<file path="src/hw/rtl/ohlc_pkg.sv">
`timescale 1ns / 1ps
`default_nettype none
// ----------------------------------------------------------------------------
// ohlc_pkg
// shared types and constants for the column aggregator
// ----------------------------------------------------------------------------
package ohlc_pkg;

    localparam int COLUMN_BITS = 14;
    localparam int TIME_BITS   = 63;
    localparam int CNT_BITS    = $clog2(COLUMN_BITS + 1);

    localparam logic [1:0] REG_RANGE_START = 2'd0;
    localparam logic [1:0] REG_RANGE_END   = 2'd1;
    localparam logic [1:0] REG_PLOT_WIDTH  = 2'd2;

    typedef struct packed {
        logic [TIME_BITS-1:0] bar_time;
        logic signed [63:0]   open_price;
        logic signed [63:0]   high_price;
        logic signed [63:0]   low_price;
        logic signed [63:0]   close_price;
        logic [63:0]          volume;
        logic [63:0]          trades;
        logic [7:0]           source_tag;
        logic [7:0]           bar_state;
        logic [31:0]          revision;
        logic                 last_in;
    } t_bar;

    // classified bar on its way to the back end
    typedef struct packed {
        t_bar                   bar;
        logic [COLUMN_BITS-1:0] column;
    } t_cls;

    typedef struct packed {
        logic [TIME_BITS-1:0] out_time;
        logic signed [63:0]   out_open;
        logic signed [63:0]   out_high;
        logic signed [63:0]   out_low;
        logic signed [63:0]   out_close;
        logic [63:0]          out_volume;
        logic [63:0]          out_trades;
        logic [7:0]           out_source;
        logic [7:0]           out_state;
        logic [31:0]          out_revision;
        logic                 vwap_kept;
        logic                 last_out;
    } t_res;

    typedef enum logic [1:0] {
        t_FE_IDLE,
        t_FE_DIV,
        t_FE_PUSH
    } t_fe_state;

endpackage
`default_nettype wire

</file>
<file path="src/hw/rtl/ohlc_queue.sv">
`timescale 1ns / 1ps
`default_nettype none
// ----------------------------------------------------------------------------
// ohlc_queue
// two-entry queue between the front and back ends
// ----------------------------------------------------------------------------
module ohlc_queue
    import ohlc_pkg::*;
(
    input  wire logic i_clk,
    input  wire logic i_rst_n,
    input  wire logic i_push,
    input  wire t_cls i_data,
    output logic      o_full,
    input  wire logic i_pop,
    output logic      o_empty,
    output t_cls      o_data
);

    t_cls r_mem [2];
    logic r_wp, r_rp;
    logic [1:0] r_cnt;

    assign o_full  = (r_cnt == 2'd2);
    assign o_empty = (r_cnt == 2'd0);
    assign o_data  = r_mem[r_rp];

    always_ff @(posedge i_clk) begin
        if (!i_rst_n) begin
            r_wp <= 1'b0;
            r_rp <= 1'b0;
            r_cnt <= '0;
        end else begin
            if (i_push) r_wp <= ~r_wp;
            if (i_pop) r_rp <= ~r_rp;
            r_cnt <= r_cnt + 2'(i_push) - 2'(i_pop);
        end
        if (i_push) r_mem[r_wp] <= i_data;
    end

    property p_no_under;
        @(posedge i_clk) disable iff (!i_rst_n) i_pop |-> !o_empty;
    endproperty
    a_no_under: assert property (p_no_under) else $error("queue underflow");

    property p_cnt;
        @(posedge i_clk) disable iff (!i_rst_n) r_cnt != 2'd3;
    endproperty
    a_cnt: assert property (p_cnt) else $error("queue count out of range");

    property p_ptr;
        @(posedge i_clk) disable iff (!i_rst_n) (r_cnt != 2'd1) |-> (r_wp == r_rp);
    endproperty
    a_ptr: assert property (p_ptr) else $error("queue pointers disagree");

endmodule
`default_nettype wire

</file>
<file path="config.mk">
export PLATFORM = sky130hd
export DESIGN_NAME = ohlc_queue
export DESIGN_NICKNAME = d
export VERILOG_FILES = /design/src/hw/rtl/ohlc_pkg.sv /design/src/hw/rtl/ohlc_queue.sv
export SDC_FILE = /design/constraint.sdc
export NUM_CORES = 1
export LEC_CHECK = 0
export BUFFER_PORTS_ARGS = -buffer_cell sky130_fd_sc_hd__buf_2
export CAP_MARGIN = 20
export CORE_AREA = 10 10 389 391
export CTS_CLUSTER_SIZE = 16
export DETAILED_ROUTE_END_ITERATION = 7
export DIE_AREA = 0 0 399 401
export PLACE_DENSITY = 0.55
export RECOVER_POWER = 25
export SYNTH_ARGS = -nofsm -noshare
export SYNTH_HDL_FRONTEND = slang
export SYNTH_SLANG_ARGS = --single-unit
</file>
<file path="constraint.sdc">
create_clock -name i_clk -period 88.9 [get_ports i_clk]
set_input_delay 22.225 -clock i_clk [delete_from_list [all_inputs] [get_ports i_clk]]
set_output_delay 22.225 -clock i_clk [all_outputs]
set_load 0.005 [all_outputs]
</file>
==> impl_metrics.json <==
{
  "status": "complete, no violations",
  "grt_pass1_wl_um": 150000,
  "initial_core_util_pct": 26.0,
  "port_buffers": 1025,
  "drv_cap": 0,
  "drv_slew": 0,
  "synth_common_cells": "1020 x edfxtp_1, 510 x mux2_2, 55 x buf_6, 5 x dfxtp_1",
  "finalHoldViolations": 0,
  "cp.required_ns": 66.68,
  "pre_cts_slack_ns": 62.10,
  "ir_worst_vdd_v": 0.0000175,
  "synth_area_leaders": "edfxtp_1 82%, mux2_2 15%, buf_6 1.7%",
  "cts_setup_buffers": 0,
  "max_freq_ghz": 0.0368,
  "stdcell_area_um2": 47700,
  "dp_hpwl_um": 81300,
  "tns_ns": 0,
  "async_reset_ff_share_pct": 0,
  "tightest_slew_ns": 1.24,
  "p_leak_nw": 17.1,
  "synth_top_area_share_pct": 82.3,
  "cts.path.max_buffers": 3,
  "wl_per_cell_um": 23.5,
  "post-route-min-period_ns": 27.21,
  "synthDistinctLibCells": 13,
  "die_width_um": 399,
  "setup_viol": 0,
  "drtAntennaViolNets": 0,
  "start_kind": "flip-flop",
  "syn2layout_area_growth_pct": 28.1,
  "holdBufCountCts": 0,
  "finalWorstSetupSlack_ns": 61.69,
  "ys_seq_area_share_pct": 82.5,
  "drc": 0,
  "synth_flop_cell": "edfxtp_1",
  "placed_cell_area_um2": 44300,
  "synth_fp_nets": 2124,
  "drive_gt1_share_pct": 57.2,
  "drt_iter0_markers": 1068,
  "hold_class": "reg -> reg",
  "final_util_pct": 33.3,
  "netlist_instances": 1608,
  "ys_ff_latch": 1025,
  "die_area_um2": 160000,
  "crit_path_end_kind": "output port",
  "synth_warnings": 0,
  "routed-via-count": 19500,
  "nNetsFinal": 3222,
  "cts_resized": 0,
  "cts.sinks": 1025,
  "drt_wl_total_um": 111000,
  "syn-cell-area_um2": 37200,
  "grt_max_degree": 162,
  "path_class": "reg -> out",
  "clkTransAtPathRegs_ns": 0.06,
  "synth_area_leader_cell": "edfxtp_1",
  "grt_use_total_pct": 13.1,
  "cts_max_level": 3,
  "gp_congestion": 0.791,
  "vias_per_cell": 4.13,
  "grt_overflow_total": 0,
  "cts_made_buffers": 108,
  "finalClockSkew_ns": 0.0264,
  "cts_tree": "yes",
  "design.core.area_um2": 143000,
  "holdWs_ns": 0.573,
  "synth_edf_count": 1020,
  "rsz0062_at_grt": "no",
  "crit_fanout": 76,
  "slew_headroom_pct": 17.3,
  "ctsRootBufferMaster": "clkbuf_16",
  "min_period_over_period_pct": 30.6,
  "syn_area_per_cell_um2": 23.2,
  "io_pins": 1026,
  "yosys.cell_count.top_type": "edfxtp_1",
  "dieHeight_um": 401,
  "placementRows": 139,
  "grt_pass1_vias": 20300,
  "dr.pass1.iters": 5,
  "clk_latency_ns": 0.71,
  "antenna_found_initial": 53,
  "cp.arrival_ns": 4.98,
  "powerDensity_nw_per_um2": 23.2
}
==> layer usage <==
layer	wire length, µm	part of all wire, %	GRT usage, %
met2	55700	50	22.5
met1	38900	35	13.7
met5	383	0.35	0.182
met4	4060	3.7	5.57
met3	11700	11	6.11
==> flip-flops by register name, summed over array words and instances, names as in the netlist, named ones only <==
signal and count:
r_cnt 2, r_mem 1020, r_rp 1, r_wp 1
==> final timing paths <==
path / start / endpoint / slack, ns / depth (start not counted)
hold / removal: r_rp$_SDFFE_PN0P_ / flip-flop / 0.57 / 2
hold reg to reg: r_rp$_SDFFE_PN0P_ / flip-flop / 0.57 / 2
setup reg to reg: r_wp$_SDFFE_PN0P_ / r_mem[1][241]$_DFFE_PP_ / 84.50 / 6
setup / recovery: flip-flop / o_data[253] / 61.69 / 5
==> worst max-delay path, cell delays in order (launching register included) <==
cell and delay (ns):
dfxtp_4 0.89, buf_4 0.80, buf_4 0.77, buf_4 0.94
mux2_2 0.47, buf_2 0.15
==> where the power goes <==
part	switching [mW]	internal, mW
Sequential	0.00567	0.560
Clock	0.185	0.251
Combinational	0.0583	0.0486
Total	0.249	0.859
==> layout make-up <==
cell class / count / area, µm²
clock inverter: 60 / 582
tap: 1903 / 2380
antenna: 21 / 52.6
clock buffer: 140 / 2870
timing repair buffer: 1045 / 5210
inverter: 2 / 7.51
multi-input combinational: 524 / 5870
fill: 13900 / 95400
sequential: 1025 / 30700
==> cells in the final DEF, fill, tap and decap left out, types with 2 or more instances in the layout <==
cell type,count
clkinvlp_4,3
mux2_2,510
buf_1,3
buf_12,3
dfxtp_1,4
inv_1,2
clkbuf_16,110
clkinv_16,3
clkinv_1,27
clkbuf_1,130
bufinv_16,8
ha_1,2
buf_4,16
clkinv_4,2
and2_1,3
diode_2,21
clkinv_2,14
buf_2,922
edfxtp_1,1020
nor2b_1,3
==> per-stage QoR <==
stage / instances / power (mW)
finish: 4720 / 1.11
CTS: 4698 / 1.13
detailed placement: 4498 / 0.686
global placement: 4498 / 0.685
global route: 4713 / 1.15
floorplan: 1608 / 0.644
==> kinds of logic (layout without fill, tap and decap cells) <==
family | count (synthesis) | in the layout | share of synthesized area (%)
XOR/XNOR | 2 | 2 | 0.0840
buffers and inverters | 59 | 1247 | 1.71
other | 0 | 21 | 0
flip-flops | 1025 | 1025 | 82.5
AO/OA/AOI/OAI | 1 | 1 | 0.0202
adder cells (fa/ha/maj) | 2 | 2 | 0.0672
multiplexers | 510 | 510 | 15.4
AND/OR/NAND/NOR | 9 | 9 | 0.144
No activity file was read; power rests on OpenSTA's default activity.
