[src/hw/rtl/ohlc_pkg.sv]
`timescale 1ns / 1ps
`default_nettype none
// ----------------------------------------------------------------------------
// ohlc_pkg
// shared types and constants for the column aggregator
// ----------------------------------------------------------------------------
package ohlc_pkg;

    localparam int COLUMN_BITS = 14;
    localparam int TIME_BITS   = 63;
    localparam int CNT_BITS    = $clog2(COLUMN_BITS + 1);

    localparam logic [1:0] REG_RANGE_START = 2'd0;
    localparam logic [1:0] REG_RANGE_END   = 2'd1;
    localparam logic [1:0] REG_PLOT_WIDTH  = 2'd2;

    typedef struct packed {
        logic [TIME_BITS-1:0] bar_time;
        logic signed [63:0]   open_price;
        logic signed [63:0]   high_price;
        logic signed [63:0]   low_price;
        logic signed [63:0]   close_price;
        logic [63:0]          volume;
        logic [63:0]          trades;
        logic [7:0]           source_tag;
        logic [7:0]           bar_state;
        logic [31:0]          revision;
        logic                 last_in;
    } t_bar;

    // classified bar on its way to the back end
    typedef struct packed {
        t_bar                   bar;
        logic [COLUMN_BITS-1:0] column;
    } t_cls;

    typedef struct packed {
        logic [TIME_BITS-1:0] out_time;
        logic signed [63:0]   out_open;
        logic signed [63:0]   out_high;
        logic signed [63:0]   out_low;
        logic signed [63:0]   out_close;
        logic [63:0]          out_volume;
        logic [63:0]          out_trades;
        logic [7:0]           out_source;
        logic [7:0]           out_state;
        logic [31:0]          out_revision;
        logic                 vwap_kept;
        logic                 last_out;
    } t_res;

    typedef enum logic [1:0] {
        t_FE_IDLE,
        t_FE_DIV,
        t_FE_PUSH
    } t_fe_state;

endpackage
`default_nettype wire

[src/hw/rtl/ohlc_back.sv]
`timescale 1ns / 1ps
`default_nettype none
// ----------------------------------------------------------------------------
// ohlc_back
// merges classified bars into the pending column group and emits groups
// through a two-slot output buffer
// ----------------------------------------------------------------------------
module ohlc_back
    import ohlc_pkg::*;
(
    input  wire logic i_clk,
    input  wire logic i_rst_n,
    input  wire logic i_empty,
    input  wire t_cls i_cls,
    output logic      o_pop,
    output logic      o_valid,
    input  wire logic i_stall,
    output t_res      o_res
);

    logic r_open, r_single;
    logic [COLUMN_BITS-1:0] r_col;
    t_res r_grp;
    t_res r_ob [2];
    logic [1:0] r_ocnt;
    logic w_merge, w_take;
    t_res w_disp, w_new, w_flush;
    logic [1:0] w_nres;
    logic [64:0] w_vs, w_ts;
    t_bar b;

    assign b = i_cls.bar;
    assign w_merge = r_open && (i_cls.column == r_col);
    assign w_nres = 2'(r_open && !w_merge) + 2'(b.last_in);
    // only take a bar when both its results fit in the output buffer
    assign o_pop = !i_empty && (r_ocnt == 2'd0);
    assign w_take = o_pop;
    assign o_valid = (r_ocnt != 2'd0);
    assign o_res = r_ob[0];

    always_comb begin
        w_vs = {1'b0, r_grp.out_volume} + {1'b0, b.volume};
        w_ts = {1'b0, r_grp.out_trades} + {1'b0, b.trades};
        w_disp = r_grp;
        w_disp.vwap_kept = r_single;
        w_disp.last_out = 1'b0;
        w_new = r_grp;
        if (w_merge) begin
            if (b.high_price > r_grp.out_high) w_new.out_high = b.high_price;
            if (b.low_price < r_grp.out_low) w_new.out_low = b.low_price;
            w_new.out_close = b.close_price;
            w_new.out_volume = w_vs[64] ? '1 : w_vs[63:0];
            w_new.out_trades = w_ts[64] ? '1 : w_ts[63:0];
            w_new.out_source = b.source_tag;
            w_new.out_state = b.bar_state;
            if (b.revision > r_grp.out_revision) w_new.out_revision = b.revision;
            w_new.vwap_kept = 1'b0;
        end else begin
            w_new.out_time = b.bar_time;
            w_new.out_open = b.open_price;
            w_new.out_high = b.high_price;
            w_new.out_low = b.low_price;
            w_new.out_close = b.close_price;
            w_new.out_volume = b.volume;
            w_new.out_trades = b.trades;
            w_new.out_source = b.source_tag;
            w_new.out_state = b.bar_state;
            w_new.out_revision = b.revision;
            w_new.vwap_kept = 1'b1;
        end
        w_new.last_out = 1'b0;
        w_flush = w_new;
        w_flush.last_out = 1'b1;
    end

    always_ff @(posedge i_clk) begin
        if (!i_rst_n) begin
            r_open <= 1'b0;
            r_single <= 1'b0;
            r_ocnt <= '0;
        end else if (w_take) begin
            r_open <= !b.last_in;
            r_single <= w_new.vwap_kept;
            r_ocnt <= w_nres;
        end else if (o_valid && !i_stall) begin
            r_ocnt <= r_ocnt - 2'd1;
        end
        if (w_take) begin
            r_col <= i_cls.column;
            r_grp <= w_new;
            if (r_open && !w_merge) begin
                r_ob[0] <= w_disp;
                r_ob[1] <= w_flush;
            end else begin
                r_ob[0] <= w_flush;
            end
        end else if (o_valid && !i_stall) begin
            r_ob[0] <= r_ob[1];
        end
    end

    property p_take_idle;
        @(posedge i_clk) disable iff (!i_rst_n) o_pop |-> !o_valid;
    endproperty
    a_take_idle: assert property (p_take_idle) else $error("bar taken while output busy");

    property p_last_closes;
        @(posedge i_clk) disable iff (!i_rst_n) (o_pop && b.last_in) |=> !r_open;
    endproperty
    a_last_closes: assert property (p_last_closes) else $error("group left open after last");

    property p_hold;
        @(posedge i_clk) disable iff (!i_rst_n)
            (o_valid && i_stall) |=> (o_valid && $stable(o_res));
    endproperty
    a_hold: assert property (p_hold) else $error("stalled result changed");

endmodule
`default_nettype wire

[config.mk]
export PLATFORM = sky130hd
export DESIGN_NAME = ohlc_back
export DESIGN_NICKNAME = d
export VERILOG_FILES = /design/src/hw/rtl/ohlc_pkg.sv /design/src/hw/rtl/ohlc_back.sv
export SDC_FILE = /design/constraint.sdc
export NUM_CORES = 2
export LEC_CHECK = 0
export BUFFER_PORTS_ARGS = -buffer_cell sky130_fd_sc_hd__buf_4
export CORE_MARGIN = 4
export CORE_UTILIZATION = 41
export DETAILED_ROUTE_END_ITERATION = 7
export PLACE_DENSITY_LB_ADDON = 0.15
export SLEW_MARGIN = 15
export SYNTH_ARGS = -nofsm -noshare
export SYNTH_HDL_FRONTEND = slang
export SYNTH_SLANG_ARGS = --single-unit
[constraint.sdc]
create_clock -name i_clk -period 81.6 [get_ports i_clk]
set_clock_uncertainty 0.05 [all_clocks]
set_input_delay 16.32 -clock i_clk [delete_from_list [all_inputs] [get_ports i_clk]]
set_output_delay 16.32 -clock i_clk [all_outputs]
set_load 0.01 [all_outputs]
==> results.md <==
- Status: complete, no violations
- Sequential share of the synthesized area: 0.6230
- Mux cell area share after synthesis: 0.01094
- CP Data Required Time: 65.23 ns
- Worst-Margin Slew: 1.180 ns
- Max VDD drop: 0.00002182 V
- CTS Buf Count: 168
- Hold Path Cell Cnt: 1
- Die area: 183700 µm²
- Min-delay worst type: reg2reg
- Antenna violations before repair: 70
- Seq pwr share: 0.436
- Routed Antenna Nets: 0
- Hold Path Origin: r_single$_SDFFE_PN0P_
- Final Slew Violations: 0
- Clock root buffer: clkbuf_16
- Net Count, Synth: 7089
- Cells after Synth: 6284
- DRT Wirelength: 229.9 mm
- Main synth FF type: edfxtp_1
- Synth top cells by count: 1502 x edfxtp_1, 925 x nand2_1, 457 x o21ai_0
- R2R cell count: 14
- Part of the power in combinational logic: 0.271
- Post-synth EDFFs: 1502
- Total negative setup slack: 0 ns
- Initial drt markers: 4122
- Layout cells sized above 1: 0.1929
- Post-Synth Adder-Cell Area: 0.05041
- FF-to-FF End: r_ob[0][17]$_DFFE_PP_
- Post-Synth XOR/XNOR Area: 0.01522
- Hold Vio Cnt, Final: 0
- Critical setup path kind: in2out
- Largest net degree at the start of global routing: 203
- DR DRC count: 0
- Largest area contributor in the netlist: edfxtp_1
- R2r setup slk: 74.87 ns
- CTS max path bufs: 3
- Worst skew pair latency: 0.84 ns
- Die height: 428.6 µm
- Net Switching: 0.0008014 W
- RR Startpoint: r_ocnt[0]$_SDFFE_PN0P_
- WL/cell: 23.76 µm
- Pre-Repair DR Iteration Count: 6
- Internal power: 0.001706 W
- Count leader, synth: edfxtp_1
- Synth async-reset ratio: 0
- Crit Path Max Fanout: 14
- Avg Cell Area, Syn: 11.54 µm²
- Global-route wire length before repair: 338.4 mm
- Post-Synth Simple-Gate Area: 0.1282
- Row count: 154
- Sw Share: 0.3196
- Count of warnings emitted by yosys: 0
- Initial core utilization: 0.4118
- Crit end category: output pin
- H-tree depth: 4
- # IOs: 1013
- Critical path arrival: 17.04 ns
- Power share of the clock group: 0.293
- Post-DP HPWL: 157.6 mm
- P_leak: 34.87 nW
- Post-synth top area share: 0.6219
- Port-buffer cells: 1012
- Largest family of logic cells by synthesized area: compound AO/OA/AOI/OAI gates
- CP Launch Type: input pin
- Fin crit period: 33.41 ns
- Most area-consuming cells after synthesis: edfxtp_1 62%, ha_1 5.0%, nand2_1 4.8%, o21ai_0 3.2%, a21oi_1 2.9%
- Vias: 53410
- Core Area: 176100 µm²
- Mapped Area: 72530 µm²
- Maximum clock rate: 29.93 MHz
- Number of global-route vias before repair: 52100
- Via density: 5.519
- Min setup slack post-route: 48.19 ns
- Hold Path Sink: r_single$_SDFFE_PN0P_
- CTS Sinks: 1506
- Synthesis-to-finish area growth: 20.85%
- Yosys reg bits: 1506
- Hold-fix buffers, CTS: 0
- PD cells: 28.61 nW/µm²
- Worst-path clk slew: 0.06 ns
- Cell variety after synth: 87
- Final period util: 0.4094
- NumNets Final: 7960
- Die W: 428.6 µm
- Total GRT Usage: 0.2408
- Compound-Gate Fraction of Synth Area: 0.1405
- # setup viols final: 0
- Maxcap violations: 0
- Leftover overflow at the end of global routing: 0
- GP Congestion: 0.8966
- Post_cts resized: 0
- Pre-CTS WS: 48.19 ns
- Worst rel slew slack: 0.2134
- Final Power: 0.002507 W
- RSZ-0062 raised after global routing: no
- CTS tree: done
- Post-CTS Setup Inserts: 0
metal layers:
metal  GRT usage  up-vias  wire length, µm
li1            -    25240                -
met1      0.2950    26220            91220
met2      0.3988     1572           113200
met3     0.04988      377            14080
met4      0.1321       14            11270
met5           0        -              100
worst max path at each step:
| stage | slack [ns] | depth (start not counted) | startpoint | to |
|---|---|---|---|---|
| after global placement | 48.19 | 3 | i_empty | o_pop |
| final | 48.19 | 3 | i_empty | o_pop |
| after floorplan | 27.71 | 1 | i_empty | o_pop |
| after global routing | 48.16 | 3 | i_empty | o_pop |
| after CTS | 48.19 | 3 | i_empty | o_pop |
| after detailed placement | 48.19 | 3 | i_empty | o_pop |
metrics by stage:
stage / util / hold WS (ns) / instance area, µm² / cells
after floorplan: - / 0.4220 / 72530 / 6284
after global placement: 0.4669 / 0.4355 / 82220 / 9325
after global routing: 0.4976 / 0.4762 / 87630 / 9670
after CTS: 0.4970 / 0.4570 / 87520 / 9627
after detailed placement: 0.4669 / 0.4395 / 82220 / 9325
final: 0.4977 / 0.4598 / 87650 / 9678
cell families after synthesis:
kind of cell / count (synthesis)
and+or+nand+nor: 2085
adders and majority gates: 291
xor gates and xnor gates: 126
DFF: 1506
AOI/OAI and AO/OA: 1612
muxes: 71
buffers and inverters: 593
power groups by stage:
stage	Combinational, W	Clock (W)	Sequential [W]
after global routing	0.000740	0.000784	0.00110
after floorplan	0.000325	0	0.00120
after CTS	0.000688	0.000751	0.00109
final	0.000680	0.000735	0.00109
after global placement	0.000682	0	0.00110
after detailed placement	0.000685	0	0.00111
cells in the final DEF, fill, tap and decap left out, drive strengths merged, types with 62 or more instances in the layout:
cell,instances
buf,1074
a211oi,76
inv,225
nor2,437
nand2,925
mux2,66
a22o,62
nand3,230
a21o,197
and2,82
ha,289
a31oi,120
xnor2,74
nor3,94
o21ai,474
or3,75
nand4,144
clkbuf,216
clkinv,69
a21oi,420
edfxtp,1502
a221o,81
layout make-up:
cell class,count,area (µm²)
fillers,15770,88470
flip-flops and latches,1506,45180
multi-input cells,4185,25130
repair buffers,1074,8138
clock buffers,216,4427
well taps,2340,2928
clock inverters,86,874.6
inverters,220,843.3
diodes,51,127.6
sequential cells by signal, indices dropped and copies added, names as in the netlist:
signal / cells
r_ob: 993
r_open: 1
r_ocnt: 2
r_single: 1
r_col: 14
r_grp: 495
worst max-delay path, stage by stage:
cell    delay, ns
buf_4        0.12
nor2_4       0.39
buf_4        0.21
Power figures use the tool's default switching activity.
