--- config.mk ---
export PLATFORM = sky130hd
export DESIGN_NAME = ohlc_front
export DESIGN_NICKNAME = d
export VERILOG_FILES = /design/src/hw/rtl/ohlc_pkg.sv /design/src/hw/rtl/ohlc_front.sv
export SDC_FILE = /design/constraint.sdc
export NUM_CORES = 2
export LEC_CHECK = 0
export ABC_CLOCK_PERIOD_IN_PS = 47300
export BUFFER_PORTS_ARGS = -buffer_cell sky130_fd_sc_hd__buf_2
export CAP_MARGIN = 20
export CORE_AREA = 2 2 445 447
export CTS_CLUSTER_SIZE = 12
export DETAILED_ROUTE_END_ITERATION = 10
export DIE_AREA = 0 0 447 449
export SYNTH_ARGS = -nofsm -noshare
export SYNTH_HDL_FRONTEND = slang
export SYNTH_SLANG_ARGS = --single-unit
--- constraint.sdc ---
create_clock -name i_clk -period 47.3 [get_ports i_clk]
set_input_delay 2.365 -clock i_clk [delete_from_list [all_inputs] [get_ports i_clk]]
set_output_delay 2.365 -clock i_clk [all_outputs]
set_load 0.03 [all_outputs]
--- src/hw/rtl/ohlc_pkg.sv ---
`timescale 1ns / 1ps
`default_nettype none
// ----------------------------------------------------------------------------
// ohlc_pkg
// shared types and constants for the column aggregator
// ----------------------------------------------------------------------------
package ohlc_pkg;

    localparam int COLUMN_BITS = 14;
    localparam int TIME_BITS   = 63;
    localparam int CNT_BITS    = $clog2(COLUMN_BITS + 1);

    localparam logic [1:0] REG_RANGE_START = 2'd0;
    localparam logic [1:0] REG_RANGE_END   = 2'd1;
    localparam logic [1:0] REG_PLOT_WIDTH  = 2'd2;

    typedef struct packed {
        logic [TIME_BITS-1:0] bar_time;
        logic signed [63:0]   open_price;
        logic signed [63:0]   high_price;
        logic signed [63:0]   low_price;
        logic signed [63:0]   close_price;
        logic [63:0]          volume;
        logic [63:0]          trades;
        logic [7:0]           source_tag;
        logic [7:0]           bar_state;
        logic [31:0]          revision;
        logic                 last_in;
    } t_bar;

    // classified bar on its way to the back end
    typedef struct packed {
        t_bar                   bar;
        logic [COLUMN_BITS-1:0] column;
    } t_cls;

    typedef struct packed {
        logic [TIME_BITS-1:0] out_time;
        logic signed [63:0]   out_open;
        logic signed [63:0]   out_high;
        logic signed [63:0]   out_low;
        logic signed [63:0]   out_close;
        logic [63:0]          out_volume;
        logic [63:0]          out_trades;
        logic [7:0]           out_source;
        logic [7:0]           out_state;
        logic [31:0]          out_revision;
        logic                 vwap_kept;
        logic                 last_out;
    } t_res;

    typedef enum logic [1:0] {
        t_FE_IDLE,
        t_FE_DIV,
        t_FE_PUSH
    } t_fe_state;

endpackage
`default_nettype wire

--- src/hw/rtl/ohlc_front.sv ---
`timescale 1ns / 1ps
`default_nettype none
// ----------------------------------------------------------------------------
// ohlc_front
// takes bars, drops them when the view is invalid, and finds the column of
// an in-view bar with a bit-serial scaled divider, one width bit per cycle
// ----------------------------------------------------------------------------
module ohlc_front
    import ohlc_pkg::*;
(
    input  wire logic                   i_clk,
    input  wire logic                   i_rst_n,
    input  wire logic                   i_valid,
    output logic                        o_stall,
    input  wire t_bar                   i_bar,
    input  wire logic [TIME_BITS-1:0]   i_range_start,
    input  wire logic [TIME_BITS-1:0]   i_range_end,
    input  wire logic [COLUMN_BITS-1:0] i_plot_width,
    output logic                        o_push,
    output t_cls                        o_cls,
    input  wire logic                   i_full
);

    t_fe_state r_state, n_state;
    t_bar r_bar;
    logic [TIME_BITS-1:0]   r_d, r_r;
    logic [TIME_BITS:0]     r_rem;
    logic [COLUMN_BITS-1:0] r_q;
    logic [CNT_BITS-1:0]    r_cnt;
    logic                   w_ok, w_acc;
    logic [TIME_BITS:0]     w_s1, w_s2, w_r1, w_s3, w_r2;
    logic                   w_q1, w_q2;
    logic [CNT_BITS-1:0]    w_bit;

    assign w_ok  = (i_plot_width != '0) && (i_range_end > i_range_start);
    assign o_stall = (r_state != t_FE_IDLE);
    assign w_acc = i_valid && !o_stall;
    assign w_bit = r_cnt - CNT_BITS'(1);

    // one step of the scaled division: double, then add d where width bit set
    always_comb begin
        w_s1 = {r_rem[TIME_BITS-1:0], 1'b0};
        w_q1 = (w_s1 >= {1'b0, r_r});
        w_r1 = w_q1 ? w_s1 - {1'b0, r_r} : w_s1;
        w_s3 = w_r1 + {1'b0, r_d};
        w_q2 = i_plot_width[w_bit[$clog2(COLUMN_BITS)-1:0]] && (w_s3 >= {1'b0, r_r});
        w_s2 = i_plot_width[w_bit[$clog2(COLUMN_BITS)-1:0]] ? w_s3 : w_r1;
        w_r2 = w_q2 ? w_s2 - {1'b0, r_r} : w_s2;
    end

    always_comb begin
        n_state = r_state;
        case (r_state)
            t_FE_IDLE: begin
                if (w_acc && w_ok) begin
                    if (i_bar.bar_time <= i_range_start || i_bar.bar_time >= i_range_end)
                        n_state = t_FE_PUSH;
                    else
                        n_state = t_FE_DIV;
                end
            end
            t_FE_DIV:  if (r_cnt == CNT_BITS'(1)) n_state = t_FE_PUSH;
            t_FE_PUSH: if (!i_full) n_state = t_FE_IDLE;
            default:   n_state = t_FE_IDLE;
        endcase
    end

    always_comb begin
        o_push = (r_state == t_FE_PUSH) && !i_full;
        o_cls.bar = r_bar;
        o_cls.column = r_q;
    end

    always_ff @(posedge i_clk) begin
        if (!i_rst_n) begin
            r_state <= t_FE_IDLE;
        end else begin
            r_state <= n_state;
        end
        if (r_state == t_FE_IDLE && w_acc) begin
            r_bar <= i_bar;
            r_d   <= i_bar.bar_time - i_range_start;
            r_r   <= i_range_end - i_range_start;
            r_rem <= '0;
            r_cnt <= CNT_BITS'(COLUMN_BITS);
            if (i_bar.bar_time <= i_range_start) r_q <= '0;
            else if (i_bar.bar_time >= i_range_end) r_q <= i_plot_width;
            else r_q <= '0;
        end else if (r_state == t_FE_DIV) begin
            r_rem <= w_r2;
            r_q   <= {r_q[COLUMN_BITS-2:0], 1'b0} + COLUMN_BITS'(w_q1) + COLUMN_BITS'(w_q2);
            r_cnt <= w_bit;
        end
    end

    property p_push_full;
        @(posedge i_clk) disable iff (!i_rst_n) o_push |-> !i_full;
    endproperty
    a_push_full: assert property (p_push_full) else $error("push into full queue");

    property p_div_ends;
        @(posedge i_clk) disable iff (!i_rst_n)
            (r_state == t_FE_DIV && r_cnt == CNT_BITS'(1)) |=> (r_state == t_FE_PUSH);
    endproperty
    a_div_ends: assert property (p_div_ends) else $error("divider did not finish");

    property p_busy;
        @(posedge i_clk) disable iff (!i_rst_n) (r_state == t_FE_DIV) |-> o_stall;
    endproperty
    a_busy: assert property (p_busy) else $error("accepted while dividing");

endmodule
`default_nettype wire

==> summary.md <==
| Metric | Value |
|---|---|
| Outcome | `complete, no violations` |
| Clock skew after layout | `0.04851 ns` |
| Hold Slack | `between 0.4 and 0.5 ns` |
| Hold buffer count at CTS | `0` |
| Pin count of the biggest net entering global routing | `183` |
| Combinational share of power | `0.631` |
| Num CTS Buffers | `90` |
| Critical path capture point type | `flip-flop` |
| # rows | `around 160` |
| Pwr dens | `a little under 80 nW/µm²` |
| Count of cell types in the netlist | `89` |
| Worst Setup SP | `r_r[5]$_DFFE_PP_` |
| Switching pwr | `2.185 mW` |
| Post-Route Setup TNS | `0 ns` |
| Placement Setup Slack | `around 35 ns` |
| Fin crit period | `12.13 ns` |
| Final WS setup | `~35 ns` |
| Hold path cells | `2` |
| IO Port Bufs | `around 1,200` |
| Clk buf depth | `3` |
| Die width | `447 µm` |
| Async S/R FF share, synth | `0` |
| Post-synth design cell area | `about 45,000 µm²` |
| R2R setup slack | `approximately 35 ns` |
| WP depth | `36` |
| Switch share | `0.4958` |
| Final Instance Area | `57,080 µm²` |
| Vias in the first global route | `39,750` |
| Buffers plus inverters on the worst setup path | `3` |
| Total Power | `between 4 and 5 mW` |
| Final setup viols | `0` |
| DRT Pass-1 Iters | `5` |
| Hold Path End | `r_rem[31]$_SDFFE_PP0P_` |
| Worst path arrival time | `12.62 ns` |
| Routability cong. | `around 1.1` |
| Tcrit/Tclk final | `0.2564` |
| Remaining global-route overflow | `0` |
| CTS tree | `done` |
| Internal power | `~2.2 mW` |
| Root Buffer | `clkbuf_16` |
| DR vias/cell | `5.190` |
| Worst rel slew slack | `0.1069` |
| DR DRC count | `0` |
| Worst vdd ir | `55.18 µV` |
| Total number of vias | `42,670` |
| Max incr delay on CP | `between 0.6 and 0.7 ns` |
| Crit Path Max Fanout | `66` |
| Critical path startpoint category | `flip-flop` |
| First-pass GRT wire length | `381.3 mm` |
| Worst hold path class | `reg2reg` |
| FF-to-FF Start | `r_r[5]$_DFFE_PP_` |
| All-Layer GR Usage | `0.2861` |
| # Post-CTS Setup Buffers | `0` |
| Fin nets | `approximately 6,500` |
| Final Util | `0.2909` |
| Final Hold Viols | `0` |
| Seq/Total Area, Yosys | `0.4539` |
| Top Family by Delay on Critical Path | `compound AO/OA/AOI/OAI gates` |
| Crit-path most repeated cell | `ha_1` |
| Synth warn | `0` |
| Slowest-stage cell, CP | `nor2_1` |
| Sequential Power Share | `0.200` |
| CP Class | `reg2reg` |
| Final Max Slew Viols | `0` |
| Starting density of the core | `0.2300` |
| Fraction of layout cells with a size suffix above 1 | `0.2547` |
| Die area | `around 200,000 µm²` |
| Placed cells | `around 8,000` |
| Post-synthesis cell count | `about 4,300` |
| Core area | `196,200 µm²` |
| WL per Instance | `about 36 µm` |
| Post-DP Area | `around 54,000 µm²` |
| Number of synthesized register bits | `a little over 700` |
| Fmax | `between 80 and 90 MHz` |
| Actual slew at the worst max-slew pin | `approximately 1.3 ns` |
| Sink Count | `between 700 and 800` |
| Worst-Skew Late Latency | `approximately 0.75 ns` |
| Resized cells post-CTS | `0` |
| Die height | `449 µm` |
| Number of enable flip-flop cells after synthesis | `between 600 and 700` |
| Worst R2R End | `r_q[11]$_DFFE_PP_` |
| Clock transition at path regs | `0.06 ns` |
| Iter 0 DRT Violations | `4,718` |
| Leakage | `around 26 nW` |
| Initial antenna violation count | `approximately 190` |
| H-tree levels | `3` |
| Routed WL | `between 200 and 300 mm` |
| Clock Power Share | `0.169` |
| Antenna Nets Post-Route | `0` |
| FF-to-FF path depth | `36` |
| Syn nets | `roughly 5,400` |
| Area delta synth->final | `26.52%` |
| Hold Crit Start | `r_rem[31]$_SDFFE_PP0P_` |
| WP data required | `~48 ns` |
| Detail Placement HPWL | `260.1 mm` |
| Syn avg cell area | `10.42 µm²` |
| Io pins | `1,152` |
| Fin cells | `a little over 8,000` |
| RSZ-0062 raised after global routing | `false` |
| Max-cap violations | `0` |
| Post-synth top flop | `edfxtp_1` |
## worst reg2reg max path: cells and delay by family (launching register included)
kind | cells | cell delay [ns]
simple gates | 10 | 3.07
fa+ha+maj | 4 | 1.28
xor+xnor | 2 | 0.31
buf+inv | 3 | 1.05
flops | 1 | 0.36
compound gates | 17 | 5.80
## area by class of cell
| class | count | area (µm²) |
|---|---|---|
| Fill cell | 20890 | 139100 |
| Antenna cell | 55 | 137.6 |
| Tap cell | 2640 | 3303 |
| Timing Repair Buffer | 1174 | 5939 |
| Multi-Input combinational cell | 3186 | 23020 |
| Inverter | 298 | 1126 |
| Clock inverter | 56 | 734.5 |
| Clock buffer | 108 | 2340 |
| Sequential cell | 705 | 20480 |
## layer usage
metal,GRT usage,wire length (µm),up-vias
li1,-,-,18540
met1,0.3812,126900,21280
met2,0.4564,135000,2251
met3,0.06224,23080,517
met4,0.09528,11420,86
met5,0,575,-
## synth_stat cells (all sizes together) (7+ instances only)
cell	n	share of area
edfxtp	636	0.42
ha	444	0.12
a21oi	370	0.041
nand2	318	0.026
inv	298	0.025
o21ai	276	0.031
a21o	272	0.045
nor2	212	0.018
xnor2	181	0.035
clkbuf	126	0.010
xor2	116	0.023
nand3	96	0.011
nand4	84	0.012
dfxtp	69	0.031
a31oi	55	0.0080
mux2i	53	0.012
mux2	51	0.013
nor3	48	0.0053
o21bai	48	0.0080
nand2b	46	0.0064
nor2b	46	0.0064
and3	37	0.0051
a211oi	35	0.0059
o211ai	34	0.0057
o21a	34	0.0057
and2	29	0.0040
o31ai	26	0.0043
a22o	20	0.0039
a221oi	17	0.0036
a31o	17	0.0033
and4	15	0.0029
buf	14	0.0017
nor4	14	0.0021
a21boi	13	0.0022
a221o	13	0.0029
a311oi	12	0.0023
or2	12	0.0017
or3	12	0.0017
a211o	11	0.0021
o2111ai	9	0.0017
o211a	8	0.0018
o31a	7	0.0014
## worst max-delay path by stage
stage                         to  slack, ns
3_3_place_gp   r_q[13]$_DFFE_PP_      35.43
3_5_place_dp   r_q[11]$_DFFE_PP_      35.26
5_1_grt        r_q[13]$_DFFE_PP_      34.56
2_1_floorplan   r_q[0]$_DFFE_PP_      29.26
6_report       r_q[11]$_DFFE_PP_      35.17
4_1_cts        r_q[11]$_DFFE_PP_      35.24
## layout by cell type, fill, tap and decap left out, drive strengths merged, types with 34 or more instances in the layout
| cell type | synthesis | layout |
|---|---|---|
| o21a | 34 | 34 |
| clkbuf | 126 | 108 |
| ha | 444 | 444 |
| xnor2 | 181 | 181 |
| inv | 298 | 306 |
| a21oi | 370 | 370 |
| buf | 14 | 1174 |
| a211oi | 35 | 35 |
| edfxtp | 636 | 636 |
| mux2 | 51 | 51 |
| o21bai | 48 | 48 |
| nand2b | 46 | 46 |
| nor2b | 46 | 46 |
| nand3 | 96 | 96 |
| nor3 | 48 | 48 |
| xor2 | 116 | 116 |
| o211ai | 34 | 34 |
| nand2 | 318 | 318 |
| a31oi | 55 | 55 |
| diode | 0 | 55 |
| nand4 | 84 | 84 |
| mux2i | 53 | 53 |
| and3 | 37 | 37 |
| dfxtp | 69 | 69 |
| a21o | 272 | 272 |
| nor2 | 212 | 212 |
| o21ai | 276 | 276 |
## power groups by stage
stage	Clock, mW	Combinational [mW]	Sequential (mW)
final	0.743	2.78	0.882
after global routing	0.777	2.98	0.887
after CTS	0.758	2.73	0.880
after detailed placement	0	2.72	0.892
after global placement	0	2.72	0.891
after floorplan	0	1.78	1.02
## sequential cells by signal, indices dropped and copies added, names as in the netlist
name and cells:
o_cls 496, r_state 2, r_d 63, r_rem 63
r_r 63, r_q 14, r_cnt 4
## kinds of logic after synthesis
kind of cell,after synthesis,synth area share
compound gates,1340,0.1932
simple gates,991,0.1059
flops,705,0.4539
fa+ha+maj,449,0.1254
buf+inv,438,0.03697
xor+xnor,299,0.05866
mux,107,0.02599
No activity file was read; power rests on OpenSTA's default activity.
